## src/dass_pkg.sv

```systemverilog
// Package for the docking approach sequencer.
// Holds field widths, request and register codes, speed constants and the result type.
// No dependencies; every other file of the block uses it by scoped names.
package dass_pkg;

    // Field widths of the request, result and configuration channels.
    localparam int unsigned TypeW    = 2;
    localparam int unsigned CountW   = 2;
    localparam int unsigned PosW     = 14;
    localparam int unsigned VoltW    = 16;
    localparam int unsigned SpeedW   = 8;
    localparam int unsigned TurnW    = 7;
    localparam int unsigned CfgIdxW  = 3;
    localparam int unsigned CfgDataW = 13;
    localparam int unsigned ZErrW    = 10;
    localparam int unsigned DistW    = 13;
    localparam int unsigned FramesW  = 8;
    localparam int unsigned LatW     = 10;

    // Request kinds.
    typedef enum logic [TypeW-1:0] {
        REQ_FRAME   = 2'd0,
        REQ_VOLTAGE = 2'd1,
        REQ_REVERSE = 2'd2,
        REQ_NONE    = 2'd3
    } t_req_type;

    // Configuration register indexes.
    typedef enum logic [CfgIdxW-1:0] {
        CFG_Z_ERROR    = 3'd0,
        CFG_REVERSE    = 3'd1,
        CFG_CHECKPOINT = 3'd2,
        CFG_APPROACH   = 3'd3,
        CFG_LATERAL    = 3'd4
    } t_cfg_index;

    // Register values after reset.
    localparam logic [ZErrW-1:0]   ZErrorReset     = 10'd30;
    localparam logic [DistW-1:0]   ReverseReset    = 13'd650;
    localparam logic [FramesW-1:0] CheckpointReset = 8'd30;
    localparam logic [DistW-1:0]   ApproachReset   = 13'd300;
    localparam logic [LatW-1:0]    LateralReset    = 10'd50;

    // Docked hysteresis thresholds in millivolts.
    localparam logic [VoltW-1:0] DockedSetMv   = 16'd2600;
    localparam logic [VoltW-1:0] DockedClearMv = 16'd2500;

    // Speed and turn magnitudes; speeds are negated at the output, turn rates are not.
    localparam logic signed [SpeedW-1:0] SpeedFull    = 8'sd100;
    localparam logic signed [SpeedW-1:0] SpeedHalf    = 8'sd50;
    localparam logic signed [SpeedW-1:0] SpeedZero    = 8'sd0;
    localparam logic signed [SpeedW-1:0] TurnSearch   = 8'sd50;
    localparam logic signed [SpeedW-1:0] TurnReverse  = 8'sd30;

    // One result of a marker frame.
    typedef struct packed {
        logic signed [SpeedW-1:0] forward_speed;
        logic signed [SpeedW-1:0] side_speed;
        logic signed [TurnW-1:0]  turn_rate;
        logic                     status_valid;
        logic                     checkpoint_reached;
        logic                     moving_back;
    } t_result;

endpackage

```

## src/dass_in_if.sv

```systemverilog
// Request channel of the docking approach sequencer: valid, ready and the request fields.
// Depends on dass_pkg for the field widths.
interface dass_in_if;
    logic                             valid;
    logic                             ready;
    logic [dass_pkg::TypeW-1:0]       req_type;
    logic [dass_pkg::CountW-1:0]      marker_count;
    logic                             first_id;
    logic signed [dass_pkg::PosW-1:0] first_x_mm;
    logic signed [dass_pkg::PosW-1:0] first_z_mm;
    logic                             second_id;
    logic signed [dass_pkg::PosW-1:0] second_x_mm;
    logic signed [dass_pkg::PosW-1:0] second_z_mm;
    logic [dass_pkg::VoltW-1:0]       voltage_mv;
    logic                             reverse_flag;

    modport source (output valid, req_type, marker_count, first_id, first_x_mm, first_z_mm,
                    second_id, second_x_mm, second_z_mm, voltage_mv, reverse_flag,
                    input ready);
    modport sink (input valid, req_type, marker_count, first_id, first_x_mm, first_z_mm,
                  second_id, second_x_mm, second_z_mm, voltage_mv, reverse_flag,
                  output ready);
endinterface

```

## src/dass_out_if.sv

```systemverilog
// Result channel of the docking approach sequencer: valid, ready and the command fields.
// Depends on dass_pkg for the field widths.
interface dass_out_if;
    logic                               valid;
    logic                               ready;
    logic signed [dass_pkg::SpeedW-1:0] forward_speed;
    logic signed [dass_pkg::SpeedW-1:0] side_speed;
    logic signed [dass_pkg::TurnW-1:0]  turn_rate;
    logic                               status_valid;
    logic                               checkpoint_reached;
    logic                               moving_back;

    modport source (output valid, forward_speed, side_speed, turn_rate, status_valid,
                    checkpoint_reached, moving_back, input ready);
    modport sink (input valid, forward_speed, side_speed, turn_rate, status_valid,
                  checkpoint_reached, moving_back, output ready);
endinterface

```

## src/dass_cfg_if.sv

```systemverilog
// Configuration write channel of the docking approach sequencer: valid, ready, index, data.
// Depends on dass_pkg for the index and data widths.
interface dass_cfg_if;
    logic                              valid;
    logic                              ready;
    logic [dass_pkg::CfgIdxW-1:0]      index;
    logic [dass_pkg::CfgDataW-1:0]     data;

    modport source (output valid, index, data, input ready);
    modport sink (input valid, index, data, output ready);
endinterface

```

## src/docking_approach_sequencer_unit.sv

```systemverilog
// Top level of the docking approach sequencer: request decode, steering decisions,
// state update and a registered result stage with a skid register.
// Depends on dass_pkg and the interfaces dass_in_if, dass_out_if and dass_cfg_if.
//
// Usage:
//   Requests arrive on i_in. A marker frame yields one velocity command with an
//   optional checkpoint status on o_out; a voltage sample or a reverse request only
//   updates the docked or reversing flag and yields nothing. Configuration writes
//   arrive on i_cfg, whose ready is always high, and take effect from the next request.
//   A command is registered in the result register, or in the skid register while
//   o_out is held. Throughput: one request per cycle while the skid register is empty.
//   The whole decision for a request, including the update of the docked, reversing
//   and checkpoint-count state, is one combinational pass ahead of the state and
//   result registers, so the next request sees the new state at once.
//   Stall: when o_out is held, one further command is kept in a skid register, and
//   i_in drops ready only while that register is occupied.
//   Reset: i_rst_n is synchronous and active low; it clears the flags, the checkpoint
//   count and the valid bits of both result registers, and loads every configuration
//   register with its default value.
module docking_approach_sequencer_unit (
    input  logic        i_clk,
    input  logic        i_rst_n,
    dass_in_if.sink     i_in,
    dass_out_if.source  o_out,
    dass_cfg_if.sink    i_cfg
);

    // Configuration registers.
    logic [dass_pkg::ZErrW-1:0]   r_z_error;
    logic [dass_pkg::DistW-1:0]   r_reverse_dist;
    logic [dass_pkg::FramesW-1:0] r_cp_target;
    logic [dass_pkg::DistW-1:0]   r_approach_dist;
    logic [dass_pkg::LatW-1:0]    r_lateral_tol;

    // Sequencer state.
    logic                         r_docked, n_docked;
    logic                         r_reversing, n_reversing;
    logic [dass_pkg::FramesW-1:0] r_cp_frames, n_cp_frames;

    // Result and skid registers.
    dass_pkg::t_result r_out, r_skid, n_result;
    logic              r_out_v, r_skid_v;

    logic accept;
    logic new_v;
    logic out_free;

    assign i_cfg.ready = 1'b1;
    assign i_in.ready  = !r_skid_v;
    assign accept      = i_in.valid && i_in.ready;
    assign out_free    = !r_out_v || o_out.ready;
    assign new_v       = accept && (i_in.req_type == dass_pkg::REQ_FRAME);

    // Configuration writes; unknown indexes are ignored.
    always_ff @(posedge i_clk) begin
        if (!i_rst_n) begin
            r_z_error       <= dass_pkg::ZErrorReset;
            r_reverse_dist  <= dass_pkg::ReverseReset;
            r_cp_target     <= dass_pkg::CheckpointReset;
            r_approach_dist <= dass_pkg::ApproachReset;
            r_lateral_tol   <= dass_pkg::LateralReset;
        end else if (i_cfg.valid && i_cfg.ready) begin
            case (i_cfg.index)
                dass_pkg::CFG_Z_ERROR:    r_z_error       <= i_cfg.data[dass_pkg::ZErrW-1:0];
                dass_pkg::CFG_REVERSE:    r_reverse_dist  <= i_cfg.data[dass_pkg::DistW-1:0];
                dass_pkg::CFG_CHECKPOINT: r_cp_target     <= i_cfg.data[dass_pkg::FramesW-1:0];
                dass_pkg::CFG_APPROACH:   r_approach_dist <= i_cfg.data[dass_pkg::DistW-1:0];
                dass_pkg::CFG_LATERAL:    r_lateral_tol   <= i_cfg.data[dass_pkg::LatW-1:0];
                default: ;
            endcase
        end
    end

    // Decision pass for one request: next state and the command of a marker frame.
    always_comb begin
        logic [dass_pkg::CountW-1:0]      cnt;
        logic signed [dass_pkg::PosW-1:0] m0x, m0z, m1x, m1z;
        logic signed [dass_pkg::PosW:0]   dz;
        logic [dass_pkg::PosW:0]          adz;
        logic signed [dass_pkg::PosW+1:0] xs, zs, abx, lat_s, nlat_s, app2, rev2;
        logic signed [dass_pkg::SpeedW-1:0] tv, sv, rv, ntv, nsv;
        logic heading, below, st_v, st_r, st_b;

        n_docked    = r_docked;
        n_reversing = r_reversing;
        n_cp_frames = r_cp_frames;

        cnt = (i_in.marker_count == 2'd3) ? 2'd0 : i_in.marker_count;

        // Per-marker offsets and depths; a missing marker reads as zero.
        m0x = '0; m0z = '0; m1x = '0; m1z = '0;
        if (cnt != 2'd0) begin
            if (i_in.first_id) begin
                m1x = i_in.first_x_mm; m1z = i_in.first_z_mm;
            end else begin
                m0x = i_in.first_x_mm; m0z = i_in.first_z_mm;
            end
        end
        if (cnt == 2'd2) begin
            if (i_in.second_id) begin
                m1x = i_in.second_x_mm; m1z = i_in.second_z_mm;
            end else begin
                m0x = i_in.second_x_mm; m0z = i_in.second_z_mm;
            end
        end

        dz     = {m0z[dass_pkg::PosW-1], m0z} - {m1z[dass_pkg::PosW-1], m1z};
        adz    = dz[dass_pkg::PosW] ? -dz : dz;
        xs     = {{2{m0x[dass_pkg::PosW-1]}}, m0x} + {{2{m1x[dass_pkg::PosW-1]}}, m1x};
        zs     = {{2{m0z[dass_pkg::PosW-1]}}, m0z} + {{2{m1z[dass_pkg::PosW-1]}}, m1z};
        abx    = xs[dass_pkg::PosW+1] ? -xs : xs;
        lat_s  = {6'd0, r_lateral_tol};
        nlat_s = -lat_s;
        app2   = {2'd0, r_approach_dist, 1'b0};
        rev2   = {2'd0, r_reverse_dist, 1'b0};

        tv = dass_pkg::SpeedZero; sv = dass_pkg::SpeedZero; rv = dass_pkg::SpeedZero;
        heading = 1'b0;
        st_v = 1'b0; st_r = 1'b0; st_b = 1'b0;
        below = r_cp_frames < r_cp_target;

        case (i_in.req_type)
            dass_pkg::REQ_VOLTAGE: begin
                if (accept) begin
                    if (i_in.voltage_mv > dass_pkg::DockedSetMv) begin
                        n_docked = 1'b1;
                    end else if (i_in.voltage_mv < dass_pkg::DockedClearMv) begin
                        n_docked = 1'b0;
                    end
                end
            end
            dass_pkg::REQ_REVERSE: begin
                if (accept && i_in.reverse_flag) begin
                    n_reversing = 1'b1;
                end
            end
            dass_pkg::REQ_FRAME: begin
                // Search turn while only one marker is visible.
                if (cnt == 2'd1 && below) begin
                    rv = i_in.first_id ? dass_pkg::TurnSearch : -dass_pkg::TurnSearch;
                end
                // Equalise the two depths.
                if (cnt == 2'd2 && below) begin
                    if (m0z > m1z && adz > {5'd0, r_z_error}) begin
                        sv = dass_pkg::SpeedFull; rv = -dass_pkg::TurnSearch;
                    end
                    if (m1z > m0z && adz > {5'd0, r_z_error}) begin
                        sv = -dass_pkg::SpeedFull; rv = dass_pkg::TurnSearch;
                    end
                    if (adz != '0 && adz < {5'd0, r_z_error}) begin
                        heading = 1'b1; rv = dass_pkg::SpeedZero;
                    end
                end
                // Approach, hold at the checkpoint, or back out when reversing.
                if (abx < lat_s && heading && below) begin
                    if (zs > app2 && !n_reversing) begin
                        tv = dass_pkg::SpeedFull;
                    end else begin
                        tv = dass_pkg::SpeedZero;
                        if (cnt == 2'd2 && !n_reversing) begin
                            n_cp_frames = r_cp_frames + 1'b1;
                            st_v = 1'b1; st_r = 1'b1; st_b = 1'b0;
                        end else if (n_reversing) begin
                            if (zs > rev2) begin
                                n_reversing = 1'b0;
                                n_cp_frames = '0;
                            end
                            tv = -dass_pkg::SpeedFull; rv = dass_pkg::TurnReverse;
                            sv = dass_pkg::SpeedZero;
                            st_v = 1'b1; st_r = 1'b0; st_b = 1'b0;
                        end
                    end
                end
                // Sideways correction on the summed offset.
                if (heading && (n_cp_frames < r_cp_target) && cnt == 2'd2 && !n_reversing) begin
                    if (xs > lat_s) sv = -dass_pkg::SpeedFull;
                    if (xs < nlat_s) sv = dass_pkg::SpeedFull;
                end
                // Checkpoint phase complete: back in, or back out when reversing.
                if (!(n_cp_frames < r_cp_target) && !r_docked) begin
                    if (!n_reversing) begin
                        tv = dass_pkg::SpeedHalf;
                        st_v = 1'b1; st_r = 1'b0; st_b = 1'b1;
                    end else begin
                        if (zs > rev2) begin
                            n_reversing = 1'b0;
                            n_cp_frames = '0;
                        end
                        tv = -dass_pkg::SpeedFull; rv = dass_pkg::TurnReverse;
                        sv = dass_pkg::SpeedZero;
                        st_v = 1'b1; st_r = 1'b0; st_b = 1'b0;
                    end
                end
                // Docked: stop everything.
                if (r_docked) begin
                    tv = dass_pkg::SpeedZero; sv = dass_pkg::SpeedZero;
                    rv = dass_pkg::SpeedZero;
                    n_cp_frames = '0;
                    n_reversing = 1'b0;
                    st_v = 1'b1; st_r = 1'b0; st_b = 1'b0;
                end
                if (!accept) begin
                    n_cp_frames = r_cp_frames;
                    n_reversing = r_reversing;
                end
            end
            default: ;
        endcase

        ntv = -tv;
        nsv = -sv;
        n_result.forward_speed      = ntv;
        n_result.side_speed         = nsv;
        n_result.turn_rate          = rv[dass_pkg::TurnW-1:0];
        n_result.status_valid       = st_v;
        n_result.checkpoint_reached = st_r;
        n_result.moving_back        = st_b;
    end

    // Sequencer state registers.
    always_ff @(posedge i_clk) begin
        if (!i_rst_n) begin
            r_docked    <= 1'b0;
            r_reversing <= 1'b0;
            r_cp_frames <= '0;
        end else begin
            r_docked    <= n_docked;
            r_reversing <= n_reversing;
            r_cp_frames <= n_cp_frames;
        end
    end

    // Result register with a skid register behind it.
    always_ff @(posedge i_clk) begin
        if (!i_rst_n) begin
            r_out_v  <= 1'b0;
            r_skid_v <= 1'b0;
        end else if (out_free) begin
            if (r_skid_v) begin
                r_out_v  <= 1'b1;
                r_skid_v <= 1'b0;
            end else begin
                r_out_v  <= new_v;
            end
        end else if (new_v) begin
            r_skid_v <= 1'b1;
        end
    end

    always_ff @(posedge i_clk) begin
        if (out_free) begin
            r_out <= r_skid_v ? r_skid : n_result;
        end
        if (!out_free && new_v) begin
            r_skid <= n_result;
        end
    end

    assign o_out.valid              = r_out_v;
    assign o_out.forward_speed      = r_out.forward_speed;
    assign o_out.side_speed         = r_out.side_speed;
    assign o_out.turn_rate          = r_out.turn_rate;
    assign o_out.status_valid       = r_out.status_valid;
    assign o_out.checkpoint_reached = r_out.checkpoint_reached;
    assign o_out.moving_back        = r_out.moving_back;

    // The skid register only fills behind an occupied result register.
    a_skid_behind_out: assert property (@(posedge i_clk) disable iff (!i_rst_n)
        r_skid_v |-> r_out_v)
        else $error("skid register holds a command while the result register is empty");

    // Status bits are only set alongside a status, and never both at once.
    a_status_bits: assert property (@(posedge i_clk) disable iff (!i_rst_n)
        r_out_v |-> ((r_out.status_valid || (!r_out.checkpoint_reached && !r_out.moving_back))
                     && !(r_out.checkpoint_reached && r_out.moving_back)))
        else $error("inconsistent checkpoint status bits");

    // A frame handled while docked clears the count and the reversing flag.
    a_docked_clears: assert property (@(posedge i_clk) disable iff (!i_rst_n)
        (new_v && r_docked) |=> (r_cp_frames == '0 && !r_reversing))
        else $error("docked frame left checkpoint count or reversing set");

    // A request that is not a marker frame puts no command into an empty result stage.
    a_no_result: assert property (@(posedge i_clk) disable iff (!i_rst_n)
        (accept && !new_v && !r_out_v) |=> !r_out_v)
        else $error("non-frame request produced a command");

endmodule
```

## src/flat_wrapper.sv

```systemverilog
// flat-port wrapper written by rule: the top's interface ports become plain ports
module docking_approach_sequencer_unit_flat 
  (i_clk, i_rst_n, i_in_valid, i_in_req_type, i_in_marker_count, i_in_first_id, i_in_first_x_mm, i_in_first_z_mm, i_in_second_id, i_in_second_x_mm, i_in_second_z_mm, i_in_voltage_mv, i_in_reverse_flag, i_in_ready, o_out_valid, o_out_forward_speed, o_out_side_speed, o_out_turn_rate, o_out_status_valid, o_out_checkpoint_reached, o_out_moving_back, o_out_ready, i_cfg_valid, i_cfg_index, i_cfg_data, i_cfg_ready);
  dass_in_if i_in_i ();
  dass_out_if o_out_i ();
  dass_cfg_if i_cfg_i ();
  input  logic i_clk;
  input  logic i_rst_n;
  input wire logic [$bits(i_in_i.valid)-1:0] i_in_valid;
  input wire logic [$bits(i_in_i.req_type)-1:0] i_in_req_type;
  input wire logic [$bits(i_in_i.marker_count)-1:0] i_in_marker_count;
  input wire logic [$bits(i_in_i.first_id)-1:0] i_in_first_id;
  input wire logic [$bits(i_in_i.first_x_mm)-1:0] i_in_first_x_mm;
  input wire logic [$bits(i_in_i.first_z_mm)-1:0] i_in_first_z_mm;
  input wire logic [$bits(i_in_i.second_id)-1:0] i_in_second_id;
  input wire logic [$bits(i_in_i.second_x_mm)-1:0] i_in_second_x_mm;
  input wire logic [$bits(i_in_i.second_z_mm)-1:0] i_in_second_z_mm;
  input wire logic [$bits(i_in_i.voltage_mv)-1:0] i_in_voltage_mv;
  input wire logic [$bits(i_in_i.reverse_flag)-1:0] i_in_reverse_flag;
  output wire logic [$bits(i_in_i.ready)-1:0] i_in_ready;
  output wire logic [$bits(o_out_i.valid)-1:0] o_out_valid;
  output wire logic [$bits(o_out_i.forward_speed)-1:0] o_out_forward_speed;
  output wire logic [$bits(o_out_i.side_speed)-1:0] o_out_side_speed;
  output wire logic [$bits(o_out_i.turn_rate)-1:0] o_out_turn_rate;
  output wire logic [$bits(o_out_i.status_valid)-1:0] o_out_status_valid;
  output wire logic [$bits(o_out_i.checkpoint_reached)-1:0] o_out_checkpoint_reached;
  output wire logic [$bits(o_out_i.moving_back)-1:0] o_out_moving_back;
  input wire logic [$bits(o_out_i.ready)-1:0] o_out_ready;
  input wire logic [$bits(i_cfg_i.valid)-1:0] i_cfg_valid;
  input wire logic [$bits(i_cfg_i.index)-1:0] i_cfg_index;
  input wire logic [$bits(i_cfg_i.data)-1:0] i_cfg_data;
  output wire logic [$bits(i_cfg_i.ready)-1:0] i_cfg_ready;
  assign i_in_i.valid = i_in_valid;
  assign i_in_i.req_type = i_in_req_type;
  assign i_in_i.marker_count = i_in_marker_count;
  assign i_in_i.first_id = i_in_first_id;
  assign i_in_i.first_x_mm = i_in_first_x_mm;
  assign i_in_i.first_z_mm = i_in_first_z_mm;
  assign i_in_i.second_id = i_in_second_id;
  assign i_in_i.second_x_mm = i_in_second_x_mm;
  assign i_in_i.second_z_mm = i_in_second_z_mm;
  assign i_in_i.voltage_mv = i_in_voltage_mv;
  assign i_in_i.reverse_flag = i_in_reverse_flag;
  assign i_in_ready = i_in_i.ready;
  assign o_out_valid = o_out_i.valid;
  assign o_out_forward_speed = o_out_i.forward_speed;
  assign o_out_side_speed = o_out_i.side_speed;
  assign o_out_turn_rate = o_out_i.turn_rate;
  assign o_out_status_valid = o_out_i.status_valid;
  assign o_out_checkpoint_reached = o_out_i.checkpoint_reached;
  assign o_out_moving_back = o_out_i.moving_back;
  assign o_out_i.ready = o_out_ready;
  assign i_cfg_i.valid = i_cfg_valid;
  assign i_cfg_i.index = i_cfg_index;
  assign i_cfg_i.data = i_cfg_data;
  assign i_cfg_ready = i_cfg_i.ready;
  docking_approach_sequencer_unit u_core (.i_clk(i_clk), .i_rst_n(i_rst_n), .i_in(i_in_i), .o_out(o_out_i), .i_cfg(i_cfg_i));
endmodule
```

## config.mk

```make
export PLATFORM = sky130hd
export DESIGN_NAME = docking_approach_sequencer_unit_flat
export DESIGN_NICKNAME = d
export VERILOG_FILES = /design/src/dass_pkg.sv /design/src/dass_in_if.sv /design/src/dass_out_if.sv /design/src/dass_cfg_if.sv /design/src/docking_approach_sequencer_unit.sv /design/src/flat_wrapper.sv
export SDC_FILE = /design/constraint.sdc
export NUM_CORES = 1
export LEC_CHECK = 0
export ABC_AREA = 1
export BUFFER_PORTS_ARGS = -buffer_cell sky130_fd_sc_hd__buf_2
export CAP_MARGIN = 20
export CORE_MARGIN = 2
export CORE_UTILIZATION = 40
export DETAILED_ROUTE_END_ITERATION = 8
export HOLD_SLACK_MARGIN = 0.15
export PLACE_DENSITY = 0.54
export SYNTH_ARGS = -nofsm -noshare
export SYNTH_HDL_FRONTEND = slang
export SYNTH_SLANG_ARGS = --single-unit
```

## constraint.sdc

```tcl
create_clock -name i_clk -period 9.5 [get_ports i_clk]
set_clock_uncertainty 0.15 [all_clocks]
set_input_delay 0.475 -clock i_clk [delete_from_list [all_inputs] [get_ports i_clk]]
set_output_delay 0.475 -clock i_clk [all_outputs]
set_load 0.02 [all_outputs]
```

After elaboration in Yosys (flattened, before gate mapping) --
Cells that the tools add are included. W data, S select, Z words.
Word-level totals: register bits after elaboration 118, latch bits 0, RAM bits 0, memory bits (read-only) 0, bits of input ports 100, output and inout bits 29, logic and storage cells 197, memories kept 0
Operators by class: add/subtract/negate cells 9, $mul 0, div/mod/pow operators 0, order comparisons 13, eq/ne operators 11, shifts and indexed selects 0, muxes and demuxes 101, bitwise operators 1, reductions and logical operators 40
Operators with widths (count):
- $mux W8 | 31
- $mux W14 | 16
- $mux W7 | 15
- $mux W1 | 34
- $gt A16 B15 Y1 | 2
- $add A14 B14 Y15 | 2
- $gt A14 B14 Y1 | 2
- $mux W26 | 1
- $logic_and A1 B1 Y1 | 17
- $gt A16 B11 Y1 | 1
- $gt A16 B12 Y1 const B | 1
- $lt A16 B11 Y1 | 1
- $lt A16 B12 Y1 const B | 1
- $lt A16 B16 Y1 | 1
- $lt A8 B8 Y1 | 2
- $mux W16 | 1
- $neg A10 Y16 | 1
- $neg A16 Y16 | 1
- $neg A8 Y8 | 2
- $gt A15 B10 Y1 | 1
- $lt A15 B10 Y1 | 1
- $mux W15 | 1
- $neg A15 Y15 | 1
- $reduce_bool A15 Y1 | 1
- other kinds (19) | 38

Longest topological paths before layout --
word-level depth 29, depth in mapped cells 58, gate-level depth less buffers 57

Worst setup path after synthesis --
Ideal clock, no wire load.
path type input to register, from input i_in_marker_count[0], to register u_core.r_out, in the netlist u_core.o_out.side_speed[5], data pin, setup time 0.253 ns, arrival 6.959 ns, data required time 9.097 ns, setup slack 2.139 ns, stages on the path 47, path buffers 3, cells stage by stage inv_1 > ha_1 > inv_1 > or2_2 > nand2_1 > clkbuf_1 > o22ai_1 > ha_1 > buf_6 > inv_2 > o31ai_1 > nand3_1 > nand2_1 > nand3_1 > nand2_1 > a21oi_1 > o21bai_1 > a21oi_1 > (+11 left out) > buf_2 > a21oi_1 > a21oi_1 > inv_1 > ha_1 > a21oi_1 > nor2_1 > a211oi_1 > nand3_1 > a21oi_1 > nand2_1 > nand2_2 > inv_2 > ha_1 > nand4_1 > nand2_1 > nand2_1 > nand2_1
RTL lines:
- start: declaration | RTL line flat_wrapper.sv:11 | input wire logic [$bits(i_in_i.marker_count)-1:0] i_in_marker_count;
- end signal: assignment | RTL line docking_approach_sequencer_unit.sv:252 | r_out <= r_skid_v ? r_skid : n_result;
- end: declaration | RTL line docking_approach_sequencer_unit.sv:41 | dass_pkg::t_result r_out, r_skid, n_result;

==> impl_metrics.yaml <==
placement:
  place_congestion: 0.886
  placed_cells: 2024
  io_buffers: 123
  place_area_um2: 11600
  dpl.hpwl_um: 25400
outcome:
  status: "finished clean"
power:
  p_switching_mw: 0.665
  clock_power_share: 0.251
  combPwrFrac: 0.443
  p_sw_frac: 0.414
  power.density_nw_per_um2: 135
  p_leak_nw: 6.33
  ir_drop_uv: 96.5
  p_total_mw: 1.61
  intPower_mw: 0.941
  power_frac_seq: 0.306
cells_and_area:
  design_area_um2: 11900
  stdcell_count: 2040
  antenna_cells: 0
  regArea_um2: 2520
  layout-drive-gt1-share: 0.117
  fillCellCount: 2756
  nets: 1940
  synthToLayoutAreaGrowth_pct: 11.6
  multiInputGateArea_um2: 6820
cts:
  numCtsBuffers: 9
  clock_latency_ps: 360
  cts_num_sinks: 106
  cts_setup_buffers: 0
  clkTransAtPathRegs_ps: 80
  cts_root_buf: "clkbuf_16"
  cts_tree: "done"
  cts.hold.buffers_added: 0
  cts_resized: 0
  clock_path_buffers: 2
  ctsHtreeMaxLevel: 3
synthesis:
  netlist_area_um2: 10600
  yosysSeqAreaShare: 0.237
  async_flop_share: 0
  synth_top_family_by_area: "simple AND/OR/NAND/NOR gates"
  synth-main-ff-cell: "dfxtp_1"
  ys_warn_count: 0
  synth_cell_types: 57
  synth_fa_ha_area_frac: 0.167
  synth-seq-cells: 106
  synth_xor_area_frac: 0.0312
  synth_compound_area_frac: 0.171
  synth_edf_count: 40
  synth_cells: 1594
  synth_area_per_cell_um2: 6.68
  synthSimpleGateAreaFrac: 0.270
  yosys-mux-area-fraction: 0.00106
min_path:
  min_path_type: "primary input to register"
  hold_depth: 3
global_routing:
  grt_usage: 0.220
  grt_pass1_wl_um: 50300
  antenna_found_initial: 0
  grt_max_degree: 54
  grt_overflow_total: 0
  grt_pass1_vias: 9641
floorplan:
  std_cell_rows: 59
  die_x_um: 167
  start_util: 0.408
  core_um2: 26100
  die_h_um: 167
  io_pins: 129
  dieArea_um2: 27900
timing:
  report.final.setup_viol: 0
  period_minus_slack_ps: 8090
  tns_ps: 0
  tightest_slew_ps: 1000
  fmax_ghz: 0.124
  timing.slew.headroom: 0.330
  slew_viol_final: 0
  period_share: 0.851
  timing.hold.ws_ps: 231
  rsz0062_at_grt: "no"
  hold_viol: 0
critical_path:
  path_depth: 53
  max_stage_delay_ps: 510
  r2r_slack_ps: 3840
  end_kind: "register"
  crit_fanout: 19
  worstSetupStartpointType: "primary input"
  crit_buf_inv: 11
  cp_top_family: "simple AND/OR/NAND/NOR gates"
  critPathKind: "primary input to register"
  cp_common_cell: "nand2_1"
  worstRegToRegCells: 29
  critPathArrivalTime_ps: 8060
  cp_slowest_cell: "a211oi_1"
  critPathRequiredTime_ps: 9470
run:
  drv_cap: 0
routing:
  drc_errors: 0
  first_iter_violations: 654
  vias: 10400
  drt-wirelength-per-cell_um: 15.0
  finalWirelength_um: 30600
  via_per_inst: 5.10
  ant_nets: 0
  detail_route.first_pass.iterations: 7
[area by class of cell]
cell class	count	share of cell area
clock buffer	9	0.0190
clock inverter	7	0.00790
inverter	294	0.0929
multi-input combinational	1156	0.574
sequential	106	0.212
tap	335	0.0353
timing repair buffer	133	0.0582
[registers in the layout, summed over array words and instances, names as in the netlist]
register,flops
u_core.o_out.checkpoint_reached,1
u_core.o_out.forward_speed,6
u_core.o_out.moving_back,1
u_core.o_out.side_speed,6
u_core.o_out.status_valid,1
u_core.o_out.turn_rate,5
u_core.o_out.valid,1
u_core.r_approach_dist,13
u_core.r_cp_frames,8
u_core.r_cp_target,8
u_core.r_docked,1
u_core.r_lateral_tol,10
u_core.r_reverse_dist,13
u_core.r_reversing,1
u_core.r_skid,20
u_core.r_skid_v,1
u_core.r_z_error,10
[through the flow]
step	util	worst slack [ps]
5_1_grt	0.456	537
3_5_place_dp	0.444	1060
2_1_floorplan	-	2140
4_1_cts	0.456	1440
6_report	0.456	1410
3_3_place_gp	0.444	1210
[cell usage after synthesis, types with 5 or more instances]
cell | number | area share
nand4_1 | 31 | 0.018
nand2_1 | 362 | 0.13
inv_2 | 14 | 0.0049
nor3_1 | 23 | 0.011
xor2_1 | 32 | 0.026
dfxtp_1 | 66 | 0.12
ha_1 | 137 | 0.16
edfxtp_1 | 40 | 0.11
inv_1 | 278 | 0.098
nand3_1 | 102 | 0.048
a21oi_1 | 125 | 0.059
buf_2 | 6 | 0.0028
a31oi_1 | 8 | 0.0047
o21ai_0 | 68 | 0.032
o21ai_1 | 5 | 0.0024
buf_4 | 8 | 0.0056
clkbuf_1 | 23 | 0.0081
o211ai_1 | 23 | 0.016
nor2_1 | 93 | 0.033
o31ai_1 | 6 | 0.0042
or2_2 | 5 | 0.0029
nor4_1 | 6 | 0.0035
o22ai_1 | 56 | 0.033
nand2_2 | 12 | 0.0071
[layout by cell type, fill, tap and decap left out, drive strengths merged, types with 23 or more instances in the layout]
master and instances:
o21ai 74, a21oi 127, nand4 31, edfxtp 40
ha 137, nand3 107, nand2 376, o22ai 56
nor2 97, inv 295, nor3 25, buf 133
xor2 33, o211ai 23, dfxtp 66
[power groups by stage]
stage          Combinational, mW  Sequential (mW)  Clock [mW]
2_1_floorplan              0.524            0.508           0
3_3_place_gp               0.705            0.502           0
3_5_place_dp               0.710            0.502           0
4_1_cts                    0.714            0.491       0.410
5_1_grt                    0.823            0.492       0.428
6_report                   0.712            0.491       0.403
[routing by layer]
layer | global-route usage | wire, um | up-vias
met1 | 0.315 | 15500 | 4676
met2 | 0.365 | 13900 | 219
met3 | 0.0189 | 969 | 17
li1 | - | - | 5494
met5 | 0 | 0 | -
met4 | 0.0397 | 325 | 0
[worst register-to-register path: cells and delay by family, from the launching register on]
| family | cells | cell delay, ps |
|---|---|---|
| AND/OR/NAND/NOR | 15 | 2080 |
| AO/OA/AOI/OAI | 8 | 1680 |
| adder cells (fa/ha/maj) | 3 | 770 |
| flip-flops | 1 | 420 |
| buffers and inverters | 3 | 330 |
[cell families (layout without fill, tap and decap cells)]
group,count (synthesis),count (layout)
buffers and inverters,335,443
AOI/OAI and AO/OA,316,316
adders and majority gates,140,140
DFF,106,106
other,2,5
and+or+nand+nor,657,657
xor gates and xnor gates,37,37
muxes,1,1
[path summary, 6_finish.rpt]
path	start	endpoint
setup reg to reg	u_core.r_cp_frames[1]	u_core.o_out.side_speed[5]
hold reg to reg	u_core.r_reverse_dist[4]	u_core.r_reverse_dist[4]
setup / recovery	i_in_marker_count[0]	u_core.o_out.side_speed[5]
hold / removal	i_in_voltage_mv[10]	u_core.r_docked
(Power assumes the default switching activity.)
